==> config.mk <==
export PLATFORM = sky130hd
export DESIGN_NAME = feistel_two_branch_cipher
export DESIGN_NICKNAME = d
export VERILOG_FILES = /design/src/rtl/ftbc_pkg.sv /design/src/rtl/feistel_two_branch_cipher.sv /design/src/rtl/ftbc_round_cell.sv
export SDC_FILE = /design/constraint.sdc
export NUM_CORES = 1
export LEC_CHECK = 0
export BUFFER_PORTS_ARGS = -buffer_cell sky130_fd_sc_hd__buf_2
export CORE_MARGIN = 2
export CORE_UTILIZATION = 42
export DETAILED_ROUTE_END_ITERATION = 10
export PLACE_DENSITY_LB_ADDON = 0.25
export SLEW_MARGIN = 20
export SYNTH_ARGS = -nofsm -noshare
export SYNTH_HDL_FRONTEND = slang
export SYNTH_SLANG_ARGS = --single-unit
==> constraint.sdc <==
create_clock -name clk -period 11.7 [get_ports clk]
set_input_delay 3.51 -clock clk [delete_from_list [all_inputs] [get_ports clk]]
set_output_delay 3.51 -clock clk [all_outputs]
set_load 0.01 [all_outputs]
==> src/rtl/ftbc_pkg.sv <==
`timescale 1ns / 1ps
// ----------------------------------------------------------------------------
// ftbc_pkg
// Shared constants, types and round logic for the two-branch Feistel cipher.
// ----------------------------------------------------------------------------
package ftbc_pkg;

    localparam int ROUNDS    = 2;
    localparam int IDX_W     = (ROUNDS > 1) ? $clog2(ROUNDS) : 1;
    localparam int BLOCK_W   = 64;
    localparam int HALF_W    = 32;
    localparam int KEY_W     = 64;
    localparam int ROT_F_L   = 7;
    localparam int ROT_K     = 9;

    localparam logic [KEY_W-1:0] KEY_RESET = 64'hF7B1_CAF0_D1EB_6C3B;

    localparam logic OP_ENCRYPT = 1'b0;
    localparam logic OP_DECRYPT = 1'b1;

    // One pipeline slot handed from cell to cell
    typedef struct packed {
        logic               valid;
        logic               op;
        logic [BLOCK_W-1:0] block;
    } stage_t;

    function automatic logic [HALF_W-1:0] round_fn(
        input logic [HALF_W-1:0] l,
        input logic [HALF_W-1:0] k
    );
        logic [HALF_W-1:0] l_ror;
        logic [HALF_W-1:0] k_rol;
        l_ror = {l[ROT_F_L-1:0], l[HALF_W-1:ROT_F_L]};
        k_rol = {k[HALF_W-ROT_K-1:0], k[HALF_W-1:HALF_W-ROT_K]};
        return l_ror ^ (k_rol | l);
    endfunction

endpackage

==> src/rtl/feistel_two_branch_cipher.sv <==
`timescale 1ns / 1ps
// ----------------------------------------------------------------------------
// feistel_two_branch_cipher
// 64-bit two-branch Feistel cipher, one round cell per round in a chain.
// ----------------------------------------------------------------------------
//  Channel  Dir  Payload                          Handshake
//  s_*      in   tdata: block_in, tuser: op       s_tvalid / s_tready
//  m_*      out  tdata: block_out                 m_tvalid / m_tready
//  cfg_*    in   cfg_data: cipher_key             cfg_valid / cfg_ready
//
//  One block per cycle sustained while the output is not stalled; one register per round cell.
//  The last cell's register is the output register.
//  A stalled output freezes the whole chain; s_tready drops only then.
//  Reset clears the slot valid bits and loads the default key.
// ----------------------------------------------------------------------------
module feistel_two_branch_cipher
    import ftbc_pkg::*;
(
    input  logic               clk,
    input  logic               rst_n,
    input  logic               s_tvalid,
    output logic               s_tready,
    input  logic [BLOCK_W-1:0] s_tdata,   // [63:0] block_in
    input  logic               s_tuser,   // [0] op
    output logic               m_tvalid,
    input  logic               m_tready,
    output logic [BLOCK_W-1:0] m_tdata,   // [63:0] block_out
    input  logic               cfg_valid,
    output logic               cfg_ready,
    input  logic [KEY_W-1:0]   cfg_data
);

    logic [KEY_W-1:0] key_reg;
    logic             chain_en;
    stage_t           pipe [ROUNDS+1];

    assign chain_en  = !pipe[ROUNDS].valid || m_tready;
    assign s_tready  = chain_en;
    assign cfg_ready = 1'b1;

    always_ff @(posedge clk or negedge rst_n)
    begin
        if (!rst_n)
        begin
            key_reg <= KEY_RESET;
        end
        else if (cfg_valid && cfg_ready)
        begin
            key_reg <= cfg_data;
        end
    end

    assign pipe[0].valid = s_tvalid;
    assign pipe[0].op    = s_tuser;
    assign pipe[0].block = s_tdata;

    for (genvar g = 0; g < ROUNDS; g++)
    begin : g_cell
        ftbc_round_cell u_cell (
            .clk       (clk),
            .rst_n     (rst_n),
            .en        (chain_en),
            .round_num (IDX_W'(g)),
            .is_last   (g == ROUNDS - 1),
            .key       (key_reg),
            .slot_in   (pipe[g]),
            .slot_out  (pipe[g+1])
        );
    end

    assign m_tvalid = pipe[ROUNDS].valid;
    assign m_tdata  = pipe[ROUNDS].block;

    a_stall_blocks_input: assert property (@(posedge clk) disable iff (!rst_n)
        (m_tvalid && !m_tready) |-> !s_tready)
        else $error("input accepted while output stalled");

    a_accept_enters_chain: assert property (@(posedge clk) disable iff (!rst_n)
        (s_tvalid && s_tready) |=> pipe[1].valid)
        else $error("accepted request lost at first cell");

    a_stall_holds_output: assert property (@(posedge clk) disable iff (!rst_n)
        !chain_en |=> (m_tvalid && $stable(m_tdata)))
        else $error("chain advanced while frozen");

    a_key_write: assert property (@(posedge clk) disable iff (!rst_n)
        (cfg_valid && cfg_ready) |=> (key_reg == $past(cfg_data)))
        else $error("key write not taken");

endmodule

==> src/rtl/ftbc_round_cell.sv <==
`timescale 1ns / 1ps
// ----------------------------------------------------------------------------
// ftbc_round_cell
// One Feistel round with its output register; passes the slot to the next cell.
// ----------------------------------------------------------------------------
module ftbc_round_cell
    import ftbc_pkg::*;
(
    input  logic              clk,
    input  logic              rst_n,
    input  logic              en,
    input  logic [IDX_W-1:0]  round_num,
    input  logic              is_last,
    input  logic [KEY_W-1:0]  key,
    input  stage_t            slot_in,
    output stage_t            slot_out
);

    logic                 valid_reg;
    logic                 op_reg;
    logic [BLOCK_W-1:0]   block_reg;

    logic [IDX_W-1:0]     key_idx;
    logic [5:0]           rot_amt;
    logic [2*KEY_W-1:0]   key_rot;
    logic [HALF_W-1:0]    round_key;
    logic [HALF_W-1:0]    l_in;
    logic [HALF_W-1:0]    r_in;
    logic [HALF_W-1:0]    r_mix;
    logic [BLOCK_W-1:0]   block_next;

    // decrypt walks the key schedule backwards
    assign key_idx   = (slot_in.op == OP_DECRYPT) ? (IDX_W'(ROUNDS - 1) - round_num)
                                                  : round_num;
    assign rot_amt   = 6'({key_idx, 3'b000});
    assign key_rot   = {key, key} >> rot_amt;
    assign round_key = key_rot[HALF_W-1:0];

    assign l_in  = slot_in.block[HALF_W-1:0];
    assign r_in  = slot_in.block[BLOCK_W-1:HALF_W];
    assign r_mix = r_in ^ round_fn(l_in, round_key);

    // last round keeps the halves in place
    assign block_next = is_last ? {r_mix, l_in} : {l_in, r_mix};

    always_ff @(posedge clk or negedge rst_n)
    begin
        if (!rst_n)
        begin
            valid_reg <= 1'b0;
        end
        else if (en)
        begin
            valid_reg <= slot_in.valid;
        end
    end

    always_ff @(posedge clk)
    begin
        if (en)
        begin
            op_reg    <= slot_in.op;
            block_reg <= block_next;
        end
    end

    assign slot_out.valid = valid_reg;
    assign slot_out.op    = op_reg;
    assign slot_out.block = block_reg;

endmodule

# ---- Word level (Yosys, flattened, before mapping)
# Cells that the tools add are included.
dict set report totals {
  inputBits 134
  wordCells 18
  reg_bits 195
  output_inout_bits 67
}
dict set report op_classes {
  n_bitwise 6
  n_shift 2
  n_reduce_logical 2
  mux 2
}
# cell n
set op_table {}
lappend op_table {{right shift 128 x 4 -> 32 bit} 2}
lappend op_table {{XOR 32 bit} 4}
lappend op_table {{OR 32 bit} 2}
lappend op_table {{2-to-1 mux 1 bit} 2}
lappend op_table {{zero test 1 bit} 1}
lappend op_table {{logical OR 1 bit} 1}

# ---- Logic depth before layout (Yosys ltp)
dict set report depth {
  depth_word 5
  ltp_mapped 5
  ltp_nobuf 3
}

# ---- Modules after synthesis
# From an unflattened synthesis, not the netlist that was laid out.
dict set report hier_totals {
  hier_cells 841
  hier_area_um2 11270.8
}
# mod area_per_inst_um2 seq_area_each_um2 instances cells_per_inst
set by_module_without_submodules {}
lappend by_module_without_submodules {ftbc_round_cell 4261.6 1976.9 2 351}
lappend by_module_without_submodules {feistel_two_branch_cipher 2747.6 1649.1 1 139}

# ---- Least setup slack after synthesis
# Ideal clock, no wire load.
dict set report synth_timing {
  path_type {input to output}
  from {input m_tready}
  to {output s_tready}
  path_buffers 0
  stages 1
  t_required_ps 8190
  t_arrival_ps 6735
  setup_slack_ps 1455
  path_cell_list {nand2b_1}
}
dict set report synth_between {
  elab_chain_len 1
}
# item line_no
set synth_rtl {}
lappend synth_rtl {{start: declaration} feistel_two_branch_cipher.sv:26} ;# input logic m_tready,
lappend synth_rtl {{logical OR 1 bit} feistel_two_branch_cipher.sv:37} ;# assign chain_en = !pipe[ROUNDS].valid || m_tready;
lappend synth_rtl {{end: declaration} feistel_two_branch_cipher.sv:22} ;# output logic s_tready,
# Every way passes these cells.

# ---- Worst setup path after layout
# Ends and elaborated chain as after synthesis.

==> results.cfg <==
[critical_path]
crit_path_start_kind = input port
end_kind = primary output
crit_arrival_ns = 4.60
cp_max_fo = 69
worstPathCellList = buf_2 > nand2b_4 > buf_2
crit_path_max_incr_delay_ns = 0.73
crit_type = input port to primary output
critPathSlowestCell = nand2b_4
crit_path_frequent_cell = buf_2
crit_required_ns = 8.19

[final_layout]
drive_gt1_share_pct = 48.24
area_delta_synth_final_pct = 19.88
utilization_pct = 51.16
stdcell_area_mm2 = 0.009538
fin_nets = 803
layoutNonFillerInstCount = 917
largest_reg_flops = 128

[floorplan]
core_mm2 = 0.01864
ios = 201
die_x_um = 141.6
die_height_um = 141.6
fp-row-count = 50
initial_core_util_pct = 42.68
dieArea_mm2 = 0.02006

[sta]
fin_tns_setup_ns = 0
slew_viol_final = 0
worst_hold_slack_ns = 0.4731
hold_viol = 0
max_freq_ghz = 0.1233
post-route-period-util_pct = 69.32
finalCriticalPeriod_ns = 8.110
timing.final.ws_setup_ns = 3.590
tightest_slew_ns = 0.9575
setup_viol = 0
fin_skew_ns = 0.007500
relSlewSlack_pct = 36.17
rsz0062_at_grt = false

[route]
drt_first_pass_iters = 4
first_iter_violations = 162
wl_um = 17200
drtAntennaViolNets = 0
routed_via_density = 4.938
routedWlPerCell_um = 18.75
route.detailed.drc = 0
vias = 4528

[global_route]
grt_usage_pct = 17.45
grt_pass1_wl_um = 26010
grtUsageMet1_pct = 22.73
grt_max_degree = 70
grtUsageMet3_pct = 3.746
antenna_found_initial = 1
grtUsageMet2_pct = 29.18
grt_overflow = 0
grt_pass1_vias = 4630
grt-busiest-layer = met2

[yosys]
synth_area_per_cell_um2 = 16.24
synth_top_area_share_pct = 48.69
synth_cells = 490
syn-num-nets = 624
ys_seq_elements = 171
yosysSeqAreaShare_pct = 62.26
synth_top_area_cell = edfxtp_1
yosysWarnings = 0
syn_area_mm2 = 0.007956
synth.top_cells.by_area = edfxtp_1 49%, a211oi_2 9.4%, dfstp_2 7.6%, xnor2_1 7.0%, xor2_1 7.0%
yosysUniqueCellTypes = 16

[cts]
post_cts_buffers = 0
cts_made_buffers = 17
tritoncts = built
cts_resized = 0
cts_max_path_buffers = 2
clock_sinks = 171
ctsHoldBuffers = 0
cts_root_buf = clkbuf_16
clk_latency_ns = 0.42
path_clk_slew_ns = 0.06
htreeDepth = 4

[place]
dpl.hpwl_um = 11730
portBuffers = 175
place_congestion = 0.7598
postPlaceCellArea_mm2 = 0.008960
placed_cells = 884
dp_slack_ns = 3.570

[power]
p_int_mw = 1.282
power_density_mw_per_mm2 = 181.4
p_sw_mw = 0.4474
power_frac_seq_pct = 50.2
totalPowerFinal_mw = 1.730
vdd_ir_drop_max_mv = 0.1058
leakage_nw = 3.625
p_sw_share_pct = 25.86
clockPowerShare_pct = 32.2
p_comb_share_pct = 17.6

[min_path]
hold_class = register to register

[run]
cap_viol_max_count = 0

[status]
status = completed
==> synth_stat cells <==
master    number
nand2b_1       2
buf_6          6
conb_1         1
buf_2          5
a211oi_2      60
dfrtp_1       19
dfstp_2       23
mux2_2        41
xnor2_1       64
buf_12         4
buf_4          4
nor2b_1       48
and2b_1       16
edfxtp_1     129
xor2_1        64
a211oi_1       4
==> kinds of logic after synthesis <==
kind of cell / share of synthesized area, %
xor+xnor: 14.09
buf+inv: 2.548
mux: 5.803
simple gates: 5.441
compound gates: 9.813
flops: 62.26
other cells: 0.04713
==> power by group through the flow <==
stage                     registers (mW)  logic, mW  clock network [mW]
after global routing               0.881      0.331               0.596
final                              0.869      0.304               0.558
after detailed placement           0.882      0.308                   0
after CTS                          0.871      0.309               0.571
after floorplan                    0.894      0.174                   0
after global placement             0.879      0.302                   0
==> worst max-delay path, delay by kind of cell <==
kind	cells	cell delay [ns]
buffers and inverters	2	0.35
AND/OR/NAND/NOR	1	0.73
==> final cells by class <==
cell class              instances  area (um2)
clock buffers                  24       451.7
clock inverters                 8       121.4
flip-flops and latches        171        4954
multi-input cells             300        2808
well taps                     234       292.8
diodes                          1       2.502
repair buffers                179       908.4
fillers                      1651        9105
==> final timing paths <==
kind                       slack (ns)  cells after the start                              to                  startpoint
max                              3.59                      3                        s_tready                    m_tready
min                              0.47                      1      g_cell[1].u_cell.valid_reg  g_cell[0].u_cell.valid_reg
max reg2reg                      9.34                      2  g_cell[0].u_cell.block_reg[28]  g_cell[1].u_cell.valid_reg
min reg2reg                      0.47                      1      g_cell[1].u_cell.valid_reg  g_cell[0].u_cell.valid_reg
max in group asynchronous        8.02                      2                     key_reg[34]                       rst_n
min in group asynchronous        3.22                      2      g_cell[1].u_cell.valid_reg                       rst_n
==> metal layers <==
layer  routed length [um]  vias to the layer above  part of all wire (%)
li1                     -                     2139                     -
met1                 7606                     2260                    44
met2                 8588                      112                    50
met3                  748                       17                   4.3
met4                  253                        0                   1.5
met5                    0                        -                     0
==> cell usage in the layout, fill, tap and decap left out <==
cell	synthesis	routed
xor2_1	64	64
diode_2	0	1
clkbuf_1	0	7
buf_4	4	5
a211oi_2	60	60
clkinv_2	0	3
clkinvlp_4	0	1
a211oi_1	4	4
xnor2_1	64	64
conb_1	1	1
dfrtp_1	19	19
dfstp_2	23	23
clkinv_4	0	1
nor2b_1	48	48
bufinv_16	0	3
edfxtp_1	129	129
clkbuf_16	0	17
nand2b_4	0	1
and2b_1	16	16
nand2b_1	2	1
mux2_2	41	41
buf_2	5	174
(Power assumes the default switching activity.)
